**config.mk**
```make
export PLATFORM = sky130hd
export DESIGN_NAME = swsft_sqrt
export DESIGN_NICKNAME = d
export VERILOG_FILES = /design/src/hw/rtl/six_wheel_speed_from_turn_assert.svh /design/src/hw/rtl/swsft_pkg.sv /design/src/hw/rtl/swsft_sqrt.sv
export SDC_FILE = /design/constraint.sdc
export NUM_CORES = 1
export LEC_CHECK = 0
export BUFFER_PORTS_ARGS = -buffer_cell sky130_fd_sc_hd__clkbuf_2
export CAP_MARGIN = 10
export CORE_MARGIN = 4
export CORE_UTILIZATION = 30
export CTS_CLUSTER_SIZE = 28
export DETAILED_ROUTE_END_ITERATION = 7
export SETUP_SLACK_MARGIN = 0.2
export SLEW_MARGIN = 15
export SYNTH_ARGS = -nofsm -noshare
export SYNTH_HDL_FRONTEND = slang
export SYNTH_SLANG_ARGS = --single-unit
```
**constraint.sdc**
```tcl
create_clock -name clk -period 7.6 [get_ports clk]
set_input_delay 1.14 -clock clk [delete_from_list [all_inputs] [get_ports clk]]
set_output_delay 1.14 -clock clk [all_outputs]
set_load 0.005 [all_outputs]
```
**src/hw/rtl/six_wheel_speed_from_turn_assert.svh**
```systemverilog
// assertion macros used by the top-level rtl file
`ifndef SIX_WHEEL_SPEED_FROM_TURN_ASSERT_SVH
`define SIX_WHEEL_SPEED_FROM_TURN_ASSERT_SVH
`ifndef SYNTHESIS
`define SWS_ASSERT(lbl, clk, rst_n, ante, cons) \
    lbl: assert property (@(posedge clk) disable iff (!rst_n) (ante) |-> (cons)) \
        else $error("assertion failed");
`define SWS_ASSERT_NXT(lbl, clk, rst_n, ante, cons) \
    lbl: assert property (@(posedge clk) disable iff (!rst_n) (ante) |=> (cons)) \
        else $error("assertion failed");
`define SWS_ASSERT_DLY(lbl, clk, rst_n, ante, n, cons) \
    lbl: assert property (@(posedge clk) disable iff (!rst_n) (ante) |-> ##(n) (cons)) \
        else $error("assertion failed");
`else
`define SWS_ASSERT(lbl, clk, rst_n, ante, cons)
`define SWS_ASSERT_NXT(lbl, clk, rst_n, ante, cons)
`define SWS_ASSERT_DLY(lbl, clk, rst_n, ante, n, cons)
`endif
`endif

```
**src/hw/rtl/swsft_pkg.sv**
```systemverilog
package swsft_pkg;

    // geometry and pipeline sizes
    localparam int SQ_STAGES  = 22;
    localparam int QBITS      = 17;
    localparam int DIV_LAT    = QBITS + 2;
    localparam int GEOM_LAT   = 5;
    localparam int PIPE_DEPTH = GEOM_LAT + SQ_STAGES + 1 + DIV_LAT + 1;

    // floor(2.3 * mag) as a multiply by 2.3 * 2^16, exact for mag <= 100
    localparam logic [17:0] RECIP_23_10 = 18'd150733;
    localparam logic [7:0]  RADIUS_BASE = 8'd250;
    localparam logic [7:0]  TURN_MAX    = 8'd100;

    typedef enum logic [1:0] {
        REG_D1 = 2'd0,
        REG_D2 = 2'd1,
        REG_D3 = 2'd2,
        REG_D4 = 2'd3
    } cfg_idx_t;

    typedef struct packed {
        logic [26:0]        s_fo;
        logic [26:0]        s_ro;
        logic [26:0]        s_fi;
        logic [26:0]        s_ri;
        logic [27:0]        mid_mag;
        logic               mid_neg;
        logic [12:0]        den;
        logic signed [7:0]  speed;
        logic               straight;
        logic               left;
    } geom_out_t;

    typedef struct packed {
        logic [27:0]        mid_mag;
        logic               mid_neg;
        logic [12:0]        den;
        logic signed [7:0]  speed;
        logic               straight;
        logic               left;
    } side_t;

    typedef struct packed {
        logic signed [7:0]  speed;
        logic               straight;
        logic               left;
    } tail_t;

endpackage

```
**src/hw/rtl/swsft_sqrt.sv**
```systemverilog
module swsft_sqrt (
    input  logic        clk,
    input  logic        rst_n,
    input  logic        in_valid,
    input  logic [26:0] s_in,
    output logic        out_valid,
    output logic [21:0] root
);

    localparam int N = swsft_pkg::SQ_STAGES;

    logic [23:0] rem_reg  [N];
    logic [21:0] root_reg [N];
    logic [43:0] v_reg    [N];
    logic        vld_reg  [N];

    // one root bit per stage, radicand is s_in scaled by 2^16
    for (genvar k = 0; k < N; k++)
    begin : g_stage
        localparam int P = N - 1 - k;
        logic [23:0] rem_p;
        logic [21:0] root_p;
        logic [43:0] v_p;
        logic        vld_p;
        logic [25:0] cand;
        logic [25:0] trial;
        logic        ge;

        if (k == 0)
        begin : g_first
            assign rem_p  = '0;
            assign root_p = '0;
            assign v_p    = {1'b0, s_in, 16'h0000};
            assign vld_p  = in_valid;
        end
        else
        begin : g_next
            assign rem_p  = rem_reg[k-1];
            assign root_p = root_reg[k-1];
            assign v_p    = v_reg[k-1];
            assign vld_p  = vld_reg[k-1];
        end

        assign cand  = {rem_p, v_p[2*P+1:2*P]};
        assign trial = {2'b00, root_p, 2'b01};
        assign ge    = (cand >= trial);

        always_ff @(posedge clk or negedge rst_n)
        begin
            if (!rst_n)
            begin
                vld_reg[k] <= 1'b0;
            end
            else
            begin
                vld_reg[k] <= vld_p;
            end
        end

        always_ff @(posedge clk)
        begin
            rem_reg[k]  <= ge ? 24'(cand - trial) : cand[23:0];
            root_reg[k] <= {root_p[20:0], ge};
            v_reg[k]    <= v_p;
        end
    end

    assign out_valid = vld_reg[N-1];
    assign root      = root_reg[N-1];

endmodule

```
==> flow_summary.json, run 1 <==
{
  "critical-path-max-stage-delay_ns": 0.65,
  "final.period_utilization_pct": 53.6,
  "grt.met2_usage_pct": 17.7,
  "area_delta_synth_final_pct": 15.7,
  "final_period_minus_worst_setup_slack_ns": 4.08,
  "effective_utilization_at_floorplan_pct": 30.3,
  "finalWorstSetupSlack_ns": 3.52,
  "postSynthCellCount": 3692,
  "io_port_bufs": 52,
  "global_route.peak_usage_layer": "met2",
  "pin_count_of_the_biggest_net_entering_global_routing": 40,
  "cts_inserted_buffers": 100,
  "power.ir.vdd_worst_mv": 0.326,
  "netlist_area_sq_um": 36300,
  "min_path_type": "reg2reg",
  "die_width_um": 356,
  "slew-limit-headroom_pct": 38.7,
  "detailedRoute.firstIterationViolations": 1318,
  "ioPinCount": 53,
  "result_of_the_run": "finished, final reports clean",
  "worst-path-buf-inv": 2,
  "clockRootBuffer": "sky130_fd_sc_hd__clkbuf_16",
  "worstMarginPinSlew_ns": 0.896,
  "drt-wirelength-per-cell_um": 12.1,
  "critPathSlowestCell": "sky130_fd_sc_hd__o41ai_1",
  "synth_most_common_cell": "sky130_fd_sc_hd__dfxtp_1",
  "cp_data_required_time_ns": 8.16,
  "yosysSeqAreaShare_pct": 50.9,
  "cp-start-kind": "register",
  "vias": 24600,
  "final_util_pct": 35.0,
  "synthTopCellsByCount": "895 x sky130_fd_sc_hd__dfxtp_1, 342 x sky130_fd_sc_hd__inv_1, 279 x sky130_fd_sc_hd__nand2_1",
  "groute.layer.met3.usage_pct": 2.13,
  "yosys_warnings": 0,
  "cp-end-kind": "register",
  "area_of_the_die_sq_um": 127000,
  "timing.critical_path.cells": "ha_1 > inv_1 > fa_1 > nor2b_1 > o2111ai_1 > and4_1 > o41ai_1 > a211oi_1 > or3_1 > nor2b_1 > inv_1 > mux2_2",
  "diodes": 0,
  "yosys-top-cells-area": "sky130_fd_sc_hd__dfxtp_1 49%, sky130_fd_sc_hd__ha_1 8.9%, sky130_fd_sc_hd__xor2_1 4.5%",
  "share_of_cells_above_drive_strength_1_pct": 8.00,
  "cts_resized": 0,
  "final_max_slew_viol_count": 0,
  "detail_route.first_pass.iterations": 6,
  "worstSkewPairLatency_ns": 0.71,
  "tritoncts": "done",
  "fin_skew_ns": 0.0679,
  "ys_seq_elements": 917,
  "hpwl_um": 49600,
  "cp_data_arrival_time_ns": 4.64,
  "synth-main-ff-cell": "sky130_fd_sc_hd__dfxtp_1",
  "finalHoldViolCount": 0,
  "remaining_drc_errors": 0,
  "finalSetupViolCount": 0,
  "grt_setup_unrepaired": "false",
  "grt_first_pass_wirelength_um": 113000,
  "totalWireLength_um": 66600,
  "synthDominantAreaCellType": "sky130_fd_sc_hd__dfxtp_1",
  "rrSetupSlack_ns": 3.52,
  "fmax_mhz": 245,
  "clkSlewWorstSetupHoldPaths_ns": 0.06,
  "leakagePower_nw": 19.5,
  "cts_num_sinks": 917,
  "synth_top_cell_area_share_pct": 49.3,
  "cts_h_tree_lvls": 3,
  "final.setup.tns_ns": 0,
  "number_of_antenna_violations_at_the_first_check_in_global_routing": 0,
  "syn_nets": 3988,
  "number_of_fill_cells_in_the_layout": 12000,
  "critical_path.top_delay_family": "compound AO/OA/AOI/OAI gates",
  "placement.setup.worst_slack_ns": 3.64,
  "replace_congestion": 0.833,
  "die-height_um": 356,
  "std_cell_rows": 127,
  "clockBufferDepth": 3,
  "cts_setup_buffers": 0,
  "max_reg_flops": 460,
  "cap_violations": 0,
  "async_flop_share_pct": 2.40,
  "edff_count_synth": 0,
  "fin_nets": 4098,
  "grt.met1_usage_pct": 13.4,
  "timing.critical_path.fanout_max": 25,
  "pwrdens_nw_per_um2": 319,
  "vias_per_cell": 4.48,
  "criticalPathCategory": "reg2reg",
  "yosys.cell_types.count": 78,
  "grt_usage_pct": 10.5,
  "first_global_vias": 23900,
  "synth_area_per_cell_sq_um": 9.83,
  "core_area_sq_um": 120000,
  "post_cts_hold_buffer_count": 0,
  "grt-ovfl-total": 0,
  "antenna_violating_nets_left": 0
}
## final cells by class
class / count / area [sq um] / area share [%]
multi-input combinational: 2379 / 16400 / 39.0
clock buffer: 142 / 2860 / 6.81
clock inverter: 45 / 657 / 1.56
timing repair buffer: 61 / 328 / 0.781
tap: 1612 / 2020 / 4.80
inverter: 343 / 1290 / 3.07
sequential: 917 / 18500 / 44.0
## cells in the final DEF (no fill, tap or decap), types with 37 or more instances in the layout
cell type,n
sky130_fd_sc_hd__a21o_1,79
sky130_fd_sc_hd__a21oi_1,186
sky130_fd_sc_hd__clkbuf_16,100
sky130_fd_sc_hd__clkbuf_2,52
sky130_fd_sc_hd__dfxtp_1,895
sky130_fd_sc_hd__ha_1,259
sky130_fd_sc_hd__inv_1,342
sky130_fd_sc_hd__mux2_2,40
sky130_fd_sc_hd__nand2_1,279
sky130_fd_sc_hd__nand2b_1,58
sky130_fd_sc_hd__nand3_1,58
sky130_fd_sc_hd__nor2_1,211
sky130_fd_sc_hd__nor2b_1,37
sky130_fd_sc_hd__nor3_1,108
sky130_fd_sc_hd__nor4_1,55
sky130_fd_sc_hd__o21a_1,56
sky130_fd_sc_hd__o21ai_0,238
sky130_fd_sc_hd__xnor2_1,146
sky130_fd_sc_hd__xor2_1,188
## per-stage QoR
| step | instances | hold WS (ns) | area [sq um] | total power, mW |
|---|---|---|---|---|
| after detailed placement | 5312 | 0.312 | 38500 | 8.53 |
| after global routing | 5499 | 0.295 | 42000 | 14.2 |
| after floorplan | 3692 | 0.310 | 36300 | 7.95 |
| after CTS | 5499 | 0.276 | 42000 | 13.6 |
| final | 5499 | 0.285 | 42000 | 13.4 |
| after global placement | 5312 | 0.310 | 38500 | 8.50 |
## where the power goes
part	internal, mW	total, mW	leakage [nW]	switching [mW]
Sequential	5.67	6.28	7.72	0.616
Combinational	1.03	2.15	10.1	1.13
Clock	2.99	4.98	1.72	1.98
Total	9.69	13.4	19.5	3.73
## layer usage
layer | part of all wire, % | wire [um] | vias up
li1 | - | - | 12900
met1 | 48 | 32000 | 11300
met2 | 45 | 30100 | 369
met3 | 4.0 | 2650 | 133
met4 | 2.8 | 1850 | 0
met5 | 0 | 0 | -
## worst reg2reg max path: stages, from the launching register on
cell	delay (ns)
sky130_fd_sc_hd__dfxtp_1	0.37
sky130_fd_sc_hd__ha_1	0.23
sky130_fd_sc_hd__inv_1	0.07
sky130_fd_sc_hd__fa_1	0.39
sky130_fd_sc_hd__nor2b_1	0.18
sky130_fd_sc_hd__o2111ai_1	0.16
sky130_fd_sc_hd__and4_1	0.21
sky130_fd_sc_hd__o41ai_1	0.65
sky130_fd_sc_hd__a211oi_1	0.24
sky130_fd_sc_hd__or3_1	0.38
sky130_fd_sc_hd__nor2b_1	0.15
sky130_fd_sc_hd__inv_1	0.51
sky130_fd_sc_hd__mux2_2	0.42
## cells by family (layout without fill, tap and decap cells)
group                    Yosys count  count (layout)  synth area share, %
buffers and inverters            396             591                 4.10
XOR/XNOR                         334             334                 8.06
adder cells (fa/ha/maj)          266             266                 9.31
other                              1               1               0.0103
AND/OR/NAND/NOR                  985             985                 13.5
flip-flops                       917             917                 50.9
multiplexers                      51              51                 1.54
AO/OA/AOI/OAI                    742             742                 12.6
## path summary, 6_finish.rpt
check                                     from           endpoint  depth (start not counted)
worst max-delay path            rem_reg[18][0]     rem_reg[19][6]                         12
worst min-delay path             v_reg[0][327]       v_reg[1][19]                          0
worst max register to register  rem_reg[18][0]     rem_reg[19][6]                         12
worst min register to register   v_reg[0][327]       v_reg[1][19]                          0
max in group asynchronous                rst_n  g_stage[18].vld_p                          1
min in group asynchronous                rst_n  g_stage[10].vld_p                          1
(Power assumes the default switching activity.)
==> inputs of run 2 (changes only) <==
Settings changed: ABC_AREA set to 1.
Clock period 7.6 ns to 4 ns, I/O delays scaled along.
==> run 2 against run 1 <==
  * Critical path depth is the same
  * Synthesized cell count rose by 80%
  * Sequential power increased by 97%
  * Clock skew down 0.0011 ns
  * Synthesized area increased by 26%
  * Sequential share of layout area is 8.5 points lower
  * Combinational power increased to 3.9 times the previous value
  * Largest power group unchanged
==> flow_summary.json, run 2 <==
{
  "result_of_the_run": "finished, final reports clean",
  "dp_cell_count": 8662,
  "fin_skew_ns": 0.0668,
  "fmax_mhz": 346,
  "hpwl_um": 97700,
  "yosys_warnings": 0,
  "ioPinCount": 53,
  "clockRootBuffer": "sky130_fd_sc_hd__clkbuf_16",
  "cp_data_required_time_ns": 4.58,
  "number_of_fill_cells_in_the_layout": 16200,
  "worstSkewPairLatency_ns": 0.73,
  "critical_path.reg2reg.endpoint": "rem_reg[17][20]",
  "finalSetupViolCount": 0,
  "synthTopCellsByCount": "2262 x sky130_fd_sc_hd__nand2_1, 1171 x sky130_fd_sc_hd__inv_1, 895 x sky130_fd_sc_hd__dfxtp_1",
  "leakagePower_nw": 27.7,
  "slew-limit-headroom_pct": 28.9,
  "hold_start": "v_reg[0][246]",
  "pin_count_of_the_biggest_net_entering_global_routing": 30,
  "die-height_um": 398,
  "remaining_drc_errors": 0,
  "layout.cells.most_common_list": "2262 x sky130_fd_sc_hd__nand2_1, 1171 x sky130_fd_sc_hd__inv_1, 895 x sky130_fd_sc_hd__dfxtp_1",
  "synthDominantAreaCellType": "sky130_fd_sc_hd__dfxtp_1",
  "timing.critical_path.fanout_max": 22,
  "die_width_um": 398,
  "core_area_sq_um": 151000,
  "postSynthCellCount": 6644,
  "cts_inserted_buffers": 102,
  "stdcell_count": 8884,
  "final_max_slew_viol_count": 0,
  "reg2regPathDepth": 12,
  "cap_violations": 0,
  "synth_top_cell_area_share_pct": 39.2,
  "max_reg_flops": 460,
  "drt-wirelength-per-cell_um": 13.7,
  "edff_count_synth": 0,
  "cell_count_of_the_worst_hold_path": 0,
  "min_path_type": "reg2reg",
  "cp-start-kind": "register",
  "cts_num_sinks": 917,
  "final_period_minus_worst_setup_slack_ns": 2.89,
  "min_to": "v_reg[0][290]",
  "worstMarginPinSlew_ns": 1.07,
  "vias": 39400,
  "worstReg2RegStart": "rem_reg[16][0]",
  "leading_cell_type_in_the_layout_fill_and_taps_excluded": "sky130_fd_sc_hd__nand2_1",
  "antenna_violating_nets_left": 0,
  "io_port_bufs": 52,
  "async_flop_share_pct": 2.40,
  "criticalPathCategory": "reg2reg",
  "final.period_utilization_pct": 72.2,
  "ys_seq_elements": 917,
  "critPathSlowestCell": "sky130_fd_sc_hd__inv_1",
  "final.setup.tns_ns": 0,
  "number_of_antenna_violations_at_the_first_check_in_global_routing": 1,
  "clockBufferDepth": 3,
  "detailedRoute.firstIterationViolations": 2517,
  "first_global_vias": 38000,
  "yosys.cell_types.count": 51,
  "yosys-top-cells-area": "sky130_fd_sc_hd__dfxtp_1 39%, sky130_fd_sc_hd__nand2_1 19%, sky130_fd_sc_hd__inv_1 9.6%",
  "totalWireLength_um": 122000,
  "grt-ovfl-total": 0,
  "pwrdens_nw_per_um2": 589,
  "std_cell_rows": 142,
  "final_util_pct": 34.5,
  "netlist_area_sq_um": 45700,
  "cp_data_arrival_time_ns": 3.47,
  "synth_area_per_cell_sq_um": 6.88,
  "share_of_cells_above_drive_strength_1_pct": 5.43,
  "grt_first_pass_wirelength_um": 196000,
  "cts_h_tree_lvls": 3,
  "syn_nets": 6940,
  "clkSlewWorstSetupHoldPaths_ns": 0.06,
  "area_delta_synth_final_pct": 13.9,
  "yosysSeqAreaShare_pct": 40.4,
  "grt_setup_unrepaired": "false",
  "grt_usage_pct": 15.2,
  "tritoncts": "done",
  "synth-main-ff-cell": "sky130_fd_sc_hd__dfxtp_1",
  "effective_utilization_at_floorplan_pct": 30.3,
  "replace_congestion": 0.926,
  "vias_per_cell": 4.44,
  "synth_most_common_cell": "sky130_fd_sc_hd__nand2_1",
  "rrSetupSlack_ns": 1.11,
  "area_of_the_die_sq_um": 159000,
  "cts_setup_buffers": 0,
  "cp-end-kind": "register",
  "diodes": 0,
  "detail_route.first_pass.iterations": 6,
  "power.ir.vdd_worst_mv": 0.432,
  "critical-path-max-stage-delay_ns": 0.46,
  "finalHoldViolCount": 0,
  "timing.critical_path.cells": "ha_1 > inv_1 > fa_1 > inv_1 > nand3_1 > nand2_1 > nand3_1 > nand2_1 > nand2_1 > nand3_2 > inv_1 > a21oi_1",
  "fin_nets": 7075
}
==> run 2: changes by cell type after synthesis, sizes merged, moves of 73 or more <==
cell	change
nand3	+349
xnor2	-73
xor2	-102
nand2	+2004
inv	+846
nor2	+416
a21o	-77
==> run 2: critical path, delay by kind of cell, from the launching register on <==
kind	cells	cell delay (ns)
buffers and inverters	3	0.63
flip-flops	1	0.36
AO/OA/AOI/OAI	1	0.27
AND/OR/NAND/NOR	6	0.95
adder cells (fa/ha/maj)	2	0.59
==> run 2: logic make-up (layout without fill, tap and decap cells) <==
group	Yosys count	after routing	share of synthesized area (%)
simple gates	3586	3586	32.7
buf+inv	1239	1463	10.8
flops	917	917	40.4
compound gates	476	476	5.64
fa+ha+maj	266	266	7.40
xor+xnor	159	159	3.05
other cells	1	1	0.00821
==> run 2: stage by stage <==
step                      total power [mW]  hold slack (ns)  setup WS, ns  instance area [sq um]
after detailed placement              20.8            0.312          1.12                  48000
after CTS                             31.0            0.285          1.10                  52000
final                                 30.7            0.293          1.11                  52000
after floorplan                       18.2            0.304          1.94                  45700
after global routing                  32.8            0.303         0.780                  52000
after global placement                20.8            0.311          1.14                  48000
==> run 2: cell type report <==
| cell class | count | area, sq um | share of cell area, % |
|---|---|---|---|
| inverters | 1188 | 4470 | 8.60 |
| well taps | 2016 | 2520 | 4.85 |
| clock buffers | 122 | 2760 | 5.30 |
| flip-flops and latches | 917 | 18500 | 35.5 |
| multi-input cells | 4488 | 22300 | 42.9 |
| clock inverters | 71 | 950 | 1.83 |
| repair buffers | 82 | 558 | 1.07 |
==> run 2: repair_timing <==
item                                   in CTS  in global routing
hold buffers                               29                  0
endpoints found under the hold margin      50                  0
gates resized for setup                     0                  0
==> run 2: power by group <==
part           internal (mW)  total [mW]  switching (mW)  leakage [nW]
clock network           5.81        9.97            4.15          1.76
logic                   2.84        8.28            5.43          18.3
registers               10.9        12.4            1.52          7.72
==> run 2: worst max path at each step <==
stage,endpoint,depth (start not counted),from,slack [ns]
CTS,rem_reg[17][17],13,rem_reg[16][0],1.10
global placement,rem_reg[15][21],10,rem_reg[14][0],1.14
floorplan,rem_reg[19][13],15,rem_reg[18][0],1.94
global route,rem_reg[17][4],13,rem_reg[16][0],0.78
detailed placement,rem_reg[17][17],13,rem_reg[16][0],1.12
finish,rem_reg[17][20],12,rem_reg[16][0],1.11
==> run 2: metal layers <==
layer  share of wire (%)  track usage, %  vias up  wire length, um
li1                    -               -    20700                -
met1                  45            19.2    17600            55200
met2                  47            26.3      846            56800
met3                 4.3            2.02      232             5250
met4                 3.6            5.60        0             4360
met5                   0               0        -                0
==> inputs of run 3 (changes only) <==
Clock period 4 ns to 2.5 ns, I/O delays scaled along.
==> run 3 against run 2 <==
  * Maximum frequency increased by 31%
  * Die area did not move
  * Flip-flop and latch count stayed put
  * Worst setup slack got worse by 0.82 ns
  * Sequential power rose by 60%
  * Clock power increased by 64%
  * Via count rose by 0.73%
  * Clock skew rose by 0.034 ns
  * Register-to-register slack worse by 0.82 ns
  * Critical path type unchanged
  * Critical endpoint is now rem_reg[19][19]
  * Largest cell class unchanged
  * Largest power group unchanged
==> flow_summary.json, run 3 (synthesized netlist as in run 2, its figures left out) <==
{
  "result_of_the_run": "finished, final reports clean",
  "worstMarginPinSlew_ns": 0.620,
  "clockBufferDepth": 3,
  "pin_count_of_the_biggest_net_entering_global_routing": 30,
  "pwrdens_nw_per_um2": 941,
  "fin_nets": 7149,
  "finalHoldViolCount": 0,
  "total_power_mw": 50.1,
  "ioPinCount": 53,
  "cts_num_sinks": 917,
  "cp-end-kind": "register",
  "final_period_minus_worst_setup_slack_ns": 2.20,
  "core_area_sq_um": 151000,
  "critical_path.reg2reg.endpoint": "rem_reg[19][19]",
  "cp_data_required_time_ns": 3.12,
  "std_cell_rows": 142,
  "number_of_antenna_violations_at_the_first_check_in_global_routing": 0,
  "grt_first_pass_wirelength_um": 194000,
  "detail_route.first_pass.iterations": 6,
  "timing.critical_path.fanout_max": 7,
  "effective_utilization_at_floorplan_pct": 30.3,
  "io_port_bufs": 52,
  "rrSetupSlack_ns": 0.30,
  "final_max_slew_viol_count": 0,
  "reg2regPathDepth": 15,
  "remaining_drc_errors": 0,
  "grt-ovfl-total": 0,
  "cp_data_arrival_time_ns": 2.82,
  "finalWorstSetupSlack_ns": 0.297,
  "worstSkewPairLatency_ns": 0.74,
  "clockRootBuffer": "sky130_fd_sc_hd__clkbuf_16",
  "placement.setup.worst_slack_ns": -0.0363,
  "clkSlewWorstSetupHoldPaths_ns": 0.06,
  "detailedRoute.firstIterationViolations": 2363,
  "area_delta_synth_final_pct": 16.4,
  "number_of_fill_cells_in_the_layout": 16100,
  "die-height_um": 398,
  "share_of_cells_above_drive_strength_1_pct": 7.26,
  "vias_per_cell": 4.43,
  "antenna_violating_nets_left": 0,
  "final.period_utilization_pct": 88.1,
  "leakagePower_nw": 28.2,
  "area_of_the_die_sq_um": 159000,
  "layout.cells.most_common_list": "2250 x sky130_fd_sc_hd__nand2_1, 1166 x sky130_fd_sc_hd__inv_1, 888 x sky130_fd_sc_hd__dfxtp_1",
  "grt_setup_unrepaired": "true",
  "max_reg_flops": 460,
  "fmax_mhz": 454,
  "first_global_vias": 37800,
  "diodes": 0,
  "slew-limit-headroom_pct": 58.2,
  "vias": 39700,
  "totalWireLength_um": 122000,
  "replace_congestion": 0.953,
  "fin_skew_ns": 0.101,
  "hpwl_um": 97100,
  "power.ir.vdd_worst_mv": 0.712,
  "min_path_type": "in2async",
  "drt-wirelength-per-cell_um": 13.7,
  "criticalPathCategory": "reg2reg",
  "cts_inserted_buffers": 103,
  "cp-start-kind": "register",
  "die_width_um": 398,
  "finalSetupViolCount": 0,
  "grt_usage_pct": 15.1,
  "cap_violations": 0,
  "worstReg2RegStart": "root_reg[2][44]",
  "cts_h_tree_lvls": 3,
  "leading_cell_type_in_the_layout_fill_and_taps_excluded": "sky130_fd_sc_hd__nand2_1",
  "tritoncts": "done"
}
[run 3: cell types whose count changed in the layout (fill, tap and decap cells not counted), sizes merged]
cell,delta
clkinvlp,-4
bufinv,+5
buf,+64
nor2,+2
clkinv,-7
clkbuf,+13
[run 3: worst max-delay path, cell delays in order (launching register included)]
cell and delay [ns]:
sky130_fd_sc_hd__dfxtp_2 0.35, sky130_fd_sc_hd__inv_2 0.08, sky130_fd_sc_hd__ha_4 0.14, sky130_fd_sc_hd__inv_1 0.06, sky130_fd_sc_hd__fa_2 0.40, sky130_fd_sc_hd__inv_2 0.07
sky130_fd_sc_hd__nand3_1 0.08, sky130_fd_sc_hd__nand3_2 0.11, sky130_fd_sc_hd__nand2_1 0.07, sky130_fd_sc_hd__nand2_2 0.12, sky130_fd_sc_hd__nand2_2 0.08, sky130_fd_sc_hd__nand3_4 0.19
sky130_fd_sc_hd__buf_12 0.14, sky130_fd_sc_hd__inv_6 0.04, sky130_fd_sc_hd__nand2_1 0.06, sky130_fd_sc_hd__nand2_1 0.08
[run 3: worst max path at each step]
stage / startpoint / cells past startpoint / endpoint / slack (ns)
after global routing: root_reg[1][110] / 15 / rem_reg[14][22] / 0.16
after CTS: rem_reg[16][0] / 12 / rem_reg[17][3] / 0.14
after detailed placement: root_reg[1][110] / 11 / rem_reg[14][8] / -0.04
final: root_reg[2][44] / 15 / rem_reg[19][19] / 0.30
after global placement: rem_reg[19][0] / 13 / rem_reg[20][3] / -0.20
after floorplan: rem_reg[18][0] / 15 / rem_reg[19][13] / 0.44
[run 3: per-layer routing]
layer | GRT usage (%) | wire (um) | vias to the layer above
met5 | 0 | 0 | -
met4 | 4.51 | 3520 | 0
met3 | 2.13 | 4850 | 220
met2 | 26.4 | 58000 | 792
met1 | 19.1 | 55900 | 17900
li1 | - | - | 20800
[run 3: repair_timing]
item / 4_1_cts / 5_1_grt
setup endpoints to repair: 130 / 279
gates resized for setup: 28 / 103
setup buffers: 0 / 23
gates cloned: 2 / 7
pin swaps: 1 / 13
hold buffers: 29 / 0
hold endpoints to repair: 50 / 0
[run 3: area by class of cell]
| class | instances | area (sq um) | share of cell area, % |
|---|---|---|---|
| Timing Repair inverter | 5 | 40.0 | 0.0753 |
| Sequential cell | 917 | 18500 | 34.7 |
| Multi-Input combinational cell | 4490 | 22600 | 42.6 |
| Clock buffer | 133 | 2840 | 5.34 |
| Tap cell | 2016 | 2520 | 4.74 |
| Inverter | 1188 | 4520 | 8.50 |
| Clock inverter | 60 | 961 | 1.81 |
| Timing Repair Buffer | 148 | 1200 | 2.25 |
[run 3: per-stage QoR]
stage | instance area (sq um) | hold WS [ns] | std cells | TNS [ns] | util (%)
6_report | 53200 | 0.135 | 8957 | 0 | 35.3
5_1_grt | 53200 | 0.148 | 8957 | 0 | 35.3
4_1_cts | 52500 | 0.0915 | 8927 | 0 | 34.9
3_5_place_dp | 48400 | 0.312 | 8703 | -0.0588 | 32.1
3_3_place_gp | 48400 | 0.311 | 8703 | -3.37 | 32.1
2_1_floorplan | 45700 | 0.0794 | 6644 | 0 | -
[run 3: report_power, final]
group | internal, mW | switching [mW]
combinational | 4.90 | 8.86
sequential | 17.4 | 2.47
clock | 9.91 | 6.48
total | 32.2 | 17.8
